## config.mk

```make
export PLATFORM = sky130hd
export DESIGN_NAME = tcfc_ctrl
export DESIGN_NICKNAME = d
export VERILOG_FILES = /design/src/design/tcfc_pkg.sv /design/src/design/tcfc_ctrl.sv
export SDC_FILE = /design/constraint.sdc
export NUM_CORES = 1
export LEC_CHECK = 0
export BUFFER_PORTS_ARGS = -buffer_cell sky130_fd_sc_hd__buf_4
export CORE_AREA = 8 8 45 47
export CTS_CLUSTER_SIZE = 25
export DETAILED_ROUTE_END_ITERATION = 10
export DIE_AREA = 0 0 53 55
export PLACE_DENSITY = 0.78
export SLEW_MARGIN = 30
export SYNTH_ARGS = -nofsm -noshare
export SYNTH_HDL_FRONTEND = slang
export SYNTH_SLANG_ARGS = --single-unit
```

## constraint.sdc

```tcl
create_clock -name clk -period 3.25 [get_ports clk]
set_input_delay 0.325 -clock clk [delete_from_list [all_inputs] [get_ports clk]]
set_output_delay 0.325 -clock clk [all_outputs]
set_load 0.005 [all_outputs]
```

## src/design/tcfc_pkg.sv

```systemverilog
// ----------------------------------------------------------------------------
// tcfc_pkg
// Shared widths, opcodes, controller states and the command/status structs
// that join the circle fill controller and its datapath.
// ----------------------------------------------------------------------------
package tcfc_pkg;

    // Defaults for the top level parameters
    localparam int CANVAS_SIDE_DEF = 64;
    localparam int FRAC_BITS_DEF   = 12;

    // Fixed field widths
    localparam int OP_W    = 2;
    localparam int CRD_W   = 18;
    localparam int RAD_W   = 17;
    localparam int COLOR_W = 4;
    localparam int IDX_W   = 9;
    localparam int WORD_W  = 32;
    localparam int CNT_W   = 13;

    typedef enum logic [OP_W-1:0] {
        OP_FILL  = 2'd0,
        OP_CLEAR = 2'd1,
        OP_LOAD  = 2'd2
    } op_t;

    typedef enum logic [3:0] {
        S_INIT,
        S_IDLE,
        S_SETUP,
        S_START,
        S_SQX,
        S_SQY,
        S_PAINT,
        S_WIPE,
        S_LOAD,
        S_DONE
    } state_t;

    // Operand choice of the shared squaring multiplier
    typedef enum logic [1:0] {
        MUL_R,
        MUL_DX,
        MUL_DY
    } mul_sel_t;

    typedef struct packed {
        logic     capture;     // latch the input transaction
        logic     wipe;        // clear one canvas word, zero the counters
        logic     setup;       // latch r^2 and the clipped box
        mul_sel_t mul_sel;
        logic     start;       // load x/y walk counters
        logic     sqx_we;
        logic     sqy_we;
        logic     paint;       // test, write pixel, count, step
        logic     load_sub;    // wrap reference index once
        logic     load_write;  // write reference word
        logic     out_load;    // snapshot counters into result register
    } cmd_t;

    typedef struct packed {
        logic empty;      // clipped box holds no pixel
        logic last_pix;   // walk at final pixel of box
        logic wipe_last;  // sweep at final canvas word
        logic idx_wrap;   // reference index still out of range
    } status_t;

endpackage

```

## src/design/tcfc_ctrl.sv

```systemverilog
// ----------------------------------------------------------------------------
// tcfc_ctrl
// Controller: sequences clear sweeps, reference loads and the per-pixel
// fill walk, and owns both handshakes.
// ----------------------------------------------------------------------------
module tcfc_ctrl
    import tcfc_pkg::*;
(
    input  logic          clk,
    input  logic          rst_n,
    input  logic          item_valid,
    output logic          item_stall,
    input  logic [OP_W-1:0] opcode,
    output logic          result_valid,
    input  logic          result_stall,
    output cmd_t          cmd,
    input  status_t       status
);

    state_t state_reg;
    state_t state_next;
    logic   out_valid_reg;
    logic   out_valid_next;

    always_ff @(posedge clk or negedge rst_n)
    begin
        if (!rst_n)
        begin
            state_reg     <= S_INIT;
            out_valid_reg <= 1'b0;
        end
        else
        begin
            state_reg     <= state_next;
            out_valid_reg <= out_valid_next;
        end
    end

    // Next state
    always_comb
    begin
        state_next = state_reg;
        case (state_reg)
            S_INIT:
            begin
                if (status.wipe_last)
                    state_next = S_IDLE;
            end
            S_IDLE:
            begin
                if (item_valid)
                begin
                    case (op_t'(opcode))
                        OP_FILL:  state_next = S_SETUP;
                        OP_CLEAR: state_next = S_WIPE;
                        OP_LOAD:  state_next = S_LOAD;
                        default:  state_next = S_DONE;
                    endcase
                end
            end
            S_SETUP: state_next = S_START;
            S_START: state_next = status.empty ? S_DONE : S_SQX;
            S_SQX:   state_next = S_SQY;
            S_SQY:   state_next = S_PAINT;
            S_PAINT: state_next = status.last_pix ? S_DONE : S_SQX;
            S_WIPE:
            begin
                if (status.wipe_last)
                    state_next = S_DONE;
            end
            S_LOAD:
            begin
                if (!status.idx_wrap)
                    state_next = S_DONE;
            end
            S_DONE:
            begin
                if (!out_valid_reg || !result_stall)
                    state_next = S_IDLE;
            end
            default: state_next = S_IDLE;
        endcase
    end

    // Outputs
    always_comb
    begin
        cmd         = '0;
        cmd.mul_sel = MUL_R;
        item_stall  = 1'b1;
        case (state_reg)
            S_INIT:  cmd.wipe = 1'b1;
            S_IDLE:
            begin
                item_stall  = 1'b0;
                cmd.capture = item_valid;
            end
            S_SETUP:
            begin
                cmd.setup   = 1'b1;
                cmd.mul_sel = MUL_R;
            end
            S_START: cmd.start = 1'b1;
            S_SQX:
            begin
                cmd.mul_sel = MUL_DX;
                cmd.sqx_we  = 1'b1;
            end
            S_SQY:
            begin
                cmd.mul_sel = MUL_DY;
                cmd.sqy_we  = 1'b1;
            end
            S_PAINT: cmd.paint = 1'b1;
            S_WIPE:  cmd.wipe = 1'b1;
            S_LOAD:
            begin
                cmd.load_sub   = status.idx_wrap;
                cmd.load_write = !status.idx_wrap;
            end
            S_DONE:  cmd.out_load = !out_valid_reg || !result_stall;
            default: item_stall = 1'b1;
        endcase
    end

    always_comb
    begin
        if (cmd.out_load)
            out_valid_next = 1'b1;
        else if (out_valid_reg && !result_stall)
            out_valid_next = 1'b0;
        else
            out_valid_next = out_valid_reg;
    end

    assign result_valid = out_valid_reg;

endmodule

```

==> metrics.txt, run 1 <==
PwrDens 771.4 nW/µm²; final hold viol count 0; hold path depth 3; max reg flops 4; Top delay family on crit path simple AND/OR/NAND/NOR gates; commonest non-fill, non-tap cell in the layout buf_4; TritonCTS Buffers 3; initial antenna violation count 0; Comb power frac 54.9%; Avg Cell Area, Syn 7.800 µm²; Worst EP arrival 1.73 ns; CP Launch Type register; fillcell total 136; Final WS setup 1.195 ns; run status finished clean; fin area 684.4 µm²; Setup CP Type register to output port; Die W 53 µm; Post-Synthesis Cell Area 499.2 µm²; DR DRC count 0; Switching Share 45.44%; most frequent cells in the layout buf_4, nor3_1, nand2_1; # setup viols final 0; Synth top area share 25.06%; dpl ws 1.453 ns; FP Rows 14; period utilization 63.24%; Pleak 0.3259 nW; CTS sink count 5; worst skew pair latency 0.24 ns; Worst slew margin 63.98%; sw power 0.2399 mW; Die ar. 2915 µm²; sequential share of the synthesized area 25.06%; Unique masters post-synth 32; clock share of power 14.2%; nets 97; Worst EP required 2.92 ns; Util after Layout 49.46%; Initial Util 36.08%; FF/Latch Area 125.1 µm²; Slowest-stage cell, CP nor4b_2; syn_nets 74; clk_skew 0.004198 ns; largest net degree at the start of global routing 17; crit-path max cell delay 0.60 ns; diode count 0; routed via count 587; Int Pwr 0.2880 mW; Vias per Instance 5.755; Setup Buffers After CTS 0; fin crit period 2.055 ns; worst path cell trace nor4b_2 -> nor2b_1 -> buf_4; proportion of layout cells with a drive suffix above 1 38.37%; Max clock buf depth 2; core area 1384 µm²; CP Max Fanout 16; multi-input logic area 322.8 µm²; CTS clock-pin slew for the worst setup and hold paths 0.05 ns; worst slew pin tran 0.5389 ns; register bit total from synthesis 5; clk root buf clkbuf_4; CTS tree done; WP buf/inv 1; CP endpoint kind output port; Final ANT Viol Nets 0; RSZ-0062 raised after global routing no; GRT Total Usage 9.819%; 1st-iter DRT viols 22; Post-Route WL 1493 µm; Max Cap Viol 0; Final Max Slew Viols 0; CTS H-Tree Depth 1; area leader, netlist dfrtp_1; cts repair resizes 0; detailed placement HPWL 1115 µm; IO buf count 23; I/O pins 24; Synth warnings 0; Cells after Synth 64; Max IR drop VDD 0.3201 mV; Hold WC Path Type input pin to register; fmax 0.4866 GHz; Routed WL per cell 14.64 µm; first-pass GRT wire length 2132 µm; most area-consuming cells after synthesis dfrtp_1, nor3_1, nand2_1, buf_4, a21oi_1; Area Overhead vs Synth 37.09%; R2R depth 4; GRT Residual Overflow 0; setup tns final 0 ns; worst hold slack 0.3093 ns; Die Ht 55 µm; sequential power share 30.9%; area post-placement 648.1 µm²; critical path depth in cells 3; vias in the first global route 499; placer congestion estimate 0.8971; DRT Pass-1 Iters 4
[kinds of logic after synthesis]
kind of cell	after synthesis	synth area share (%)
AO/OA/AOI/OAI	14	18.80
buffers and inverters	8	10.27
AND/OR/NAND/NOR	35	41.86
flip-flops	5	25.06
multiplexers	2	4.010
[power by group through the flow]
stage          clock [mW]  combinational (mW)  sequential (mW)
2_1_floorplan           0               0.239            0.115
3_3_place_gp            0               0.283            0.160
3_5_place_dp            0               0.290            0.164
5_1_grt            0.0809               0.317            0.172
4_1_cts            0.0762               0.292            0.162
6_report           0.0748               0.290            0.163
[cells in the mapped netlist]
library cell  number
inv_2              1
inv_1              1
a311oi_1           1
nand2_1            8
o21ai_1            1
o21ai_0            3
and3_1             1
nor4b_2            1
nand3_2            1
nor4b_1            1
nand2b_2           1
nand2b_1           1
nor2b_1            1
nand3_1            2
a21oi_1            4
buf_6              1
nor4bb_1           1
mux2i_1            2
a211oi_1           1
buf_4              3
or3_1              1
nand3b_1           1
nor3_1             9
dfrtp_1            5
and2b_4            1
a32oi_2            1
buf_2              2
or3_4              1
and2_1             1
nor2_1             3
a31oi_1            1
o31ai_1            2
[what timing repair did]
item,CTS,global route
hold buffers,1,0
hold endpoints to repair,5,0
setup endpoints to repair,0,0
[per-layer routing]
layer,routed length (µm),GRT usage [%],vias to the layer above
met5,0,0,-
met4,27,6.466,0
met3,94,2.406,2
met2,771,15.63,22
met1,600,11.52,286
li1,-,-,277
[area by class of cell]
cell class	count	area share, %
multi-input cells	51	47.17
repair buffers	24	26.69
flip-flops and latches	5	18.28
clock buffers	4	3.839
well taps	16	2.925
inverters	2	1.097
[worst min-delay path, delay by kind of cell]
kind | cells | cell delay [ns]
buffers and inverters | 1 | 0.10
and+or+nand+nor | 2 | 0.10
[path summary, 6_finish.rpt]
path | from | endpoint | slack, ns
max | state_reg[1] | cmd[1] | 1.19
max in group asynchronous | rst_n | state_reg[0] | 2.72
min | result_stall | result_valid | 0.31
min in group asynchronous | rst_n | state_reg[1] | 0.42
max reg2reg | state_reg[1] | state_reg[0] | 1.56
min reg2reg | result_valid | result_valid | 0.56
[through the flow]
| stage | power [mW] | instances |
|---|---|---|
| after floorplan | 0.3541 | 64 |
| after global placement | 0.4435 | 97 |
| after detailed placement | 0.4539 | 97 |
| after CTS | 0.5302 | 102 |
| after global routing | 0.5693 | 102 |
| final | 0.5280 | 102 |
No activity file was read; power rests on OpenSTA's default activity.
==> run 2, diff against run 1 <==
--- a/config.mk
+++ b/config.mk
@@ -5,12 +5,13 @@
 export SDC_FILE = /design/constraint.sdc
 export NUM_CORES = 1
 export LEC_CHECK = 0
+export ABC_AREA = 1
 export BUFFER_PORTS_ARGS = -buffer_cell sky130_fd_sc_hd__buf_4
-export CORE_AREA = 8 8 45 47
+export CORE_MARGIN = 8
+export CORE_UTILIZATION = 40
 export CTS_CLUSTER_SIZE = 25
 export DETAILED_ROUTE_END_ITERATION = 10
-export DIE_AREA = 0 0 53 55
-export PLACE_DENSITY = 0.78
+export PLACE_DENSITY = 0.83
 export SLEW_MARGIN = 30
 export SYNTH_ARGS = -nofsm -noshare
 export SYNTH_HDL_FRONTEND = slang
==> constraint.sdc (replaced) <==
create_clock -name clk -period 1.7 [get_ports clk]
set_input_delay 0.17 -clock clk [delete_from_list [all_inputs] [get_ports clk]]
set_output_delay 0.17 -clock clk [all_outputs]
set_load 0.005 [all_outputs]
==> metrics.txt, run 2 <==
TritonCTS Buffers 3 (unchanged); Util after Layout 59.30% (was 49.46%); largest net degree at the start of global routing 8 (was 17); Setup CP Type register to output port (unchanged); syn_nets 101 (was 74); fin area 762.0 µm² (was 684.4 µm²); Slowest-stage cell, CP dfrtp_1 (was nor4b_2); commonest non-fill, non-tap cell in the layout nand2_1 (was buf_4); proportion of layout cells with a drive suffix above 1 40.17% (was 38.37%); register bit total from synthesis 5 (unchanged); Synth warnings 0 (unchanged); clk_skew 0.001735 ns (was 0.004198 ns); Worst EP required 1.53 ns (was 2.92 ns); FP Rows 13 (was 14); Comb power frac 69.3% (was 54.9%); Top delay family on crit path flip-flops (was simple AND/OR/NAND/NOR gates); async set or reset register ratio after synthesis 100.0% (unchanged); Synth top area share 22.78% (was 25.06%); sequential share of the synthesized area 22.78% (was 25.06%); nets 128 (was 97); Routed WL per cell 10.84 µm (was 14.64 µm); worst slew pin tran 0.3011 ns (was 0.5389 ns); area post-placement 725.7 µm² (was 648.1 µm²); Die ar. 2815 µm² (was 2915 µm²); Unique masters post-synth 16 (was 32); first-pass GRT wire length 2166 µm (was 2132 µm); Setup Buffers After CTS 0 (unchanged); area leader, netlist dfrtp_1 (unchanged); Final Max Slew Viols 0 (unchanged); Die W 53.06 µm (was 53 µm); CTS sink count 5 (unchanged); Die Ht 53.06 µm (was 55 µm); Int Pwr 0.6248 mW (was 0.2880 mW); Pleak 0.5099 nW (was 0.3259 nW); CP endpoint kind output port (unchanged); Max clock buf depth 2 (unchanged); Vias per Instance 4.773 (was 5.755); fmax 0.6692 GHz; Worst slew margin 79.91% (was 63.98%); most common cell in the netlist nand2_1 (was nor3_1); max reg flops 4 (unchanged); Post-synth EDFFs 0 (unchanged); GRT Residual Overflow 0 (unchanged); Post-Route WL 1431 µm (was 1493 µm); Switching Share 50.93% (was 45.44%); I/O pins 24 (unchanged); period utilization 87.91%; most used flip-flop cell after synthesis dfrtp_1 (unchanged); Cells after Synth 91 (was 64); Post-synth top cells nand2_1, inv_1, nand3_1 (was nor3_1, nand2_1, dfrtp_1); setup tns final 0 ns (unchanged); core area 1285 µm² (was 1384 µm²); clock share of power 11.1% (was 14.2%); Post-Synthesis Cell Area 549.3 µm² (was 499.2 µm²); cts repair resizes 0 (unchanged); Initial Util 42.75% (was 36.08%); CTS H-Tree Depth 1 (unchanged); final hold viol count 0 (unchanged); CTS tree done (unchanged); IO buf count 23 (unchanged); cts hold-fix bufs 1 (unchanged); CP Max Fanout 6 (was 16); fin crit period 1.494 ns; DRT Pass-1 Iters 4 (unchanged); sw power 0.6486 mW (was 0.2399 mW); DR DRC count 0 (unchanged); placer congestion estimate 0.9317 (was 0.8971); CTS clock-pin slew for the worst setup and hold paths 0.05 ns (about the same); vias in the first global route 546 (was 499); Area Overhead vs Synth 38.72% (was 37.09%); Max IR drop VDD 0.9445 mV (was 0.3201 mV); RSZ-0062 raised after global routing no (unchanged); most area-consuming cells after synthesis dfrtp_1, nand2_1, nand3_1, inv_1, nor2_4 (was dfrtp_1, nor3_1, nand2_1, buf_4, a21oi_1); initial antenna violation count 0 (unchanged); crit-path max cell delay 0.45 ns (was 0.60 ns); Final ANT Viol Nets 0 (unchanged); run status finished clean (unchanged); worst skew pair latency 0.24 ns (about the same); detailed placement HPWL 1218 µm (was 1115 µm); post-route insts no fill 132 (was 102); diode count 0 (unchanged); routed via count 630 (was 587); CP Launch Type register (unchanged); WP buf/inv 2 (was 1); GRT Total Usage 10.15% (was 9.819%); Avg Cell Area, Syn 6.036 µm² (was 7.800 µm²); most frequent cells in the layout nand2_1, buf_4, inv_1 (was buf_4, nor3_1, nand2_1); # setup viols final 0 (unchanged); clk root buf clkbuf_4 (unchanged); Max Cap Viol 0 (unchanged); Placed Cells 127 (was 97); Hold WC Path Type input pin to register (unchanged); sequential power share 19.6% (was 30.9%); Worst EP arrival 1.32 ns (was 1.73 ns); worst path cell trace nor2_2 -> nand3_1 -> inv_1 -> buf_4 (was nor4b_2 -> nor2b_1 -> buf_4); PwrDens 1671 nW/µm² (was 771.4 nW/µm²); 1st-iter DRT viols 26 (was 22)
==> run 2: changes by cell type after synthesis, moves of 3 or more <==
cell / change
nand2_1: +19
inv_1: +13
nand3_1: +9
nor3_1: -8
nand2_2: +5
nor2_1: +5
a21oi_1: -4
inv_2: +4
nor2_2: +3
nor2_4: +3
o21ai_0: -3
==> run 2: kinds of logic (layout without fill, tap and decap cells) <==
family                 Yosys count  after routing  synth area share, %
AO/OA/AOI/OAI                    1              1                1.367
buffers and inverters           22             48                16.86
AND/OR/NAND/NOR                 63             63                59.00
flip-flops                       5              5                22.78
==> run 2: worst min-delay path, delay by kind of cell <==
family | cells | cell delay (ns)
AND/OR/NAND/NOR | 2 | 0.11
buffers and inverters | 1 | 0.07
==> run 2: metrics by stage <==
step | power [mW] | worst slack [ns] | hold slack, ns
after floorplan | 0.8593 | 0.5118 | -0.1256
after global placement | 1.127 | 0.3708 | -0.02723
after detailed placement | 1.139 | 0.3742 | -0.02689
after CTS | 1.284 | 0.2042 | 0.1460
after global routing | 1.395 | 0.1034 | 0.1853
final | 1.273 | 0.2056 | 0.1500
==> run 2: per-layer routing <==
metal	part of all wire (%)	global-route usage, %
met1	44	12.74
met2	47	15.82
met3	8.4	2.241
met4	1.2	5.042
met5	0	0
==> run 2: power groups by stage <==
stage	clock network (mW)	registers, mW	logic [mW]
3_3_place_gp	0	0.249	0.878
3_5_place_dp	0	0.252	0.887
4_1_cts	0.142	0.250	0.892
2_1_floorplan	0	0.240	0.620
6_report	0.141	0.250	0.882
5_1_grt	0.153	0.259	0.983
==> run 2: worst paths after layout <==
| check | cells after the start | end | slack [ns] | from |
|---|---|---|---|---|
| worst max register to register | 8 | state_reg[0] | 0.36 | state_reg[1] |
| max in group asynchronous | 2 | state_reg[0] | 1.33 | rst_n |
| worst max-delay path | 4 | cmd[9] | 0.21 | state_reg[3] |
| worst min register to register | 2 | result_valid | 0.51 | result_valid |
| min in group asynchronous | 2 | state_reg[1] | 0.27 | rst_n |
| worst min-delay path | 3 | result_valid | 0.15 | result_stall |
==> run 2: final cells by class <==
| cell class | count | area [µm²] |
|---|---|---|
| Fill cell | 123 | 523.0 |
| Multi-Input combinational cell | 64 | 331.6 |
| Timing Repair Buffer | 24 | 182.7 |
| Sequential cell | 5 | 125.1 |
| Inverter | 20 | 77.57 |
| Clock buffer | 4 | 26.28 |
| Tap cell | 15 | 18.77 |
==> run 3, diff against run 2 <==
--- a/config.mk
+++ b/config.mk
@@ -6,7 +6,7 @@
 export NUM_CORES = 1
 export LEC_CHECK = 0
 export ABC_AREA = 1
-export BUFFER_PORTS_ARGS = -buffer_cell sky130_fd_sc_hd__buf_4
+export BUFFER_PORTS_ARGS = -buffer_cell sky130_fd_sc_hd__buf_2
 export CORE_MARGIN = 8
 export CORE_UTILIZATION = 40
 export CTS_CLUSTER_SIZE = 25
==> metrics.txt, run 3 (synthesis results as in run 2) <==
1st-iter DRT viols 22 (was 26); Max Cap Viol 0 (unchanged); worst slew pin tran 0.2763 ns (was 0.3011 ns); Max clock buf depth 2 (unchanged); DRT Pass-1 Iters 4 (unchanged); vias in the first global route 573 (was 546); worst skew pair latency 0.24 ns (about the same); worst hold path startpoint result_stall (unchanged); Setup CP Type register to output port (unchanged); initial antenna violation count 0 (unchanged); Die ar. 2815 µm² (unchanged); period utilization 87.46% (was 87.91%); fin area 704.4 µm² (was 762.0 µm²); Worst EP arrival 1.32 ns (about the same); GRT Total Usage 10.15% (unchanged); CTS H-Tree Depth 1 (unchanged); placer congestion estimate 0.9650 (was 0.9317); Top delay family on crit path simple AND/OR/NAND/NOR gates (was flip-flops); fillcell total 143 (was 123); Die W 53.06 µm (unchanged); Critical Path Start state_reg[3] (unchanged); PwrDens 1722 nW/µm² (was 1671 nW/µm²); worst path cell trace nor2_2 -> nand3_1 -> inv_1 -> buf_2 (was nor2_2 -> nand3_1 -> inv_1 -> buf_4); CTS tree done (unchanged); Pleak 0.5006 nW (was 0.5099 nW); Max IR drop VDD 0.7967 mV (was 0.9445 mV); multi-input logic area 331.6 µm² (unchanged); diode count 0 (unchanged); detailed placement HPWL 1223 µm (was 1218 µm); Hold WC Path Type input pin to register (unchanged); core area 1285 µm² (unchanged); nets 128 (unchanged); FF/Latch Area 125.1 µm² (unchanged); Worst slew margin 81.56% (was 79.91%); run status finished clean (unchanged); Worst EP required 1.53 ns (about the same); setup tns final 0 ns (unchanged); GRT Residual Overflow 0 (unchanged); largest net degree at the start of global routing 8 (unchanged); RSZ-0062 raised after global routing no (unchanged); # setup viols final 0 (unchanged); CTS clock-pin slew for the worst setup and hold paths 0.04 ns (was 0.05 ns); Area Overhead vs Synth 28.25% (was 38.72%); IO buf count 23 (unchanged); DR DRC count 0 (unchanged); routed via count 628 (was 630); clk root buf clkbuf_4 (unchanged); CTS sink count 5 (unchanged); fin crit period 1.487 ns (was 1.494 ns); first-pass GRT wire length 2256 µm (was 2166 µm); Initial Util 42.75% (unchanged); Util after Layout 54.82% (was 59.30%); clk_skew 0.003939 ns (was 0.001735 ns); Post-Route WL 1416 µm (was 1431 µm); FP Rows 13 (unchanged); Slowest-stage cell, CP dfrtp_1 (unchanged); crit-path max cell delay 0.44 ns (was 0.45 ns); commonest non-fill, non-tap cell in the layout nand2_1 (unchanged); Setup Buffers After CTS 0 (unchanged); proportion of layout cells with a drive suffix above 1 40.17% (unchanged); CP Launch Type register (unchanged); CP Max Fanout 6 (unchanged); CP endpoint kind output port (unchanged); area post-placement 668.1 µm² (was 725.7 µm²); final hold viol count 0 (unchanged); most frequent cells in the layout nand2_1, buf_2, inv_1 (was nand2_1, buf_4, inv_1); max reg flops 4 (unchanged); Final ANT Viol Nets 0 (unchanged); worst hold slack 0.1567 ns (was 0.1500 ns); Routed WL per cell 10.73 µm (was 10.84 µm); fmax 0.6726 GHz (was 0.6692 GHz); Final Max Slew Viols 0 (unchanged); TritonCTS Buffers 3 (unchanged); I/O pins 24 (unchanged); Worst R2R Start state_reg[0] (was state_reg[1]); Die Ht 53.06 µm (unchanged); Vias per Instance 4.758 (was 4.773); WP buf/inv 2 (unchanged)
==> run 3: where the power goes <==
| part | total [mW] | switching [mW] | internal [mW] | leakage, nW |
|---|---|---|---|---|
| combinational | 0.826 | 0.521 | 0.306 | 0.421 |
| sequential | 0.250 | 0.0756 | 0.174 | 0.0643 |
| clock | 0.136 | 0.0477 | 0.0887 | 0.0150 |
==> run 3: worst reg2reg max path, cell delays in order (launching register included) <==
cell and delay [ns]:
dfrtp_1 0.44, nand2_1 0.16, inv_2 0.08, nand2_2 0.11, nand3_1 0.10, or2_1 0.25, nand2_1 0.06, nand2_1 0.05
==> run 3: layout make-up <==
class,instances,share of cell area (%)
well taps,15,2.664
clock buffers,4,3.730
flip-flops and latches,5,17.76
inverters,20,11.01
repair buffers,24,17.76
multi-input cells,64,47.07
==> run 3: final timing paths <==
path                       slack, ns            to  depth (start not counted)
hold reg to reg                 0.50  result_valid                          2
max in group asynchronous       1.30  state_reg[0]                          2
hold / removal                  0.16  result_valid                          3
setup / recovery                0.21        cmd[9]                          4
min in group asynchronous       0.27  state_reg[1]                          2
setup reg to reg                0.35  state_reg[3]                          7
==> run 3: metrics by stage <==
step | std cells | setup slack [ns] | total power, mW
after floorplan | 91 | 0.5118 | 0.8593
after global placement | 127 | 0.3823 | 1.059
after detailed placement | 127 | 0.3698 | 1.079
after CTS | 132 | 0.2190 | 1.222
after global routing | 132 | 0.1242 | 1.327
final | 132 | 0.2131 | 1.213
==> run 3: what timing repair did <==
| item | 4_1_cts | 5_1_grt |
|---|---|---|
| hold buffers | 1 | 0 |
| resized for setup | 0 | 0 |
| endpoints found under the hold margin | 5 | 0 |
==> run 3: routing by layer <==
metal	vias to the layer above	routed length [µm]	track usage, %
met2	20	680	17.19
met5	-	0	0
met1	284	613	12.10
met4	0	0	2.521
met3	0	123	3.081
li1	324	-	-
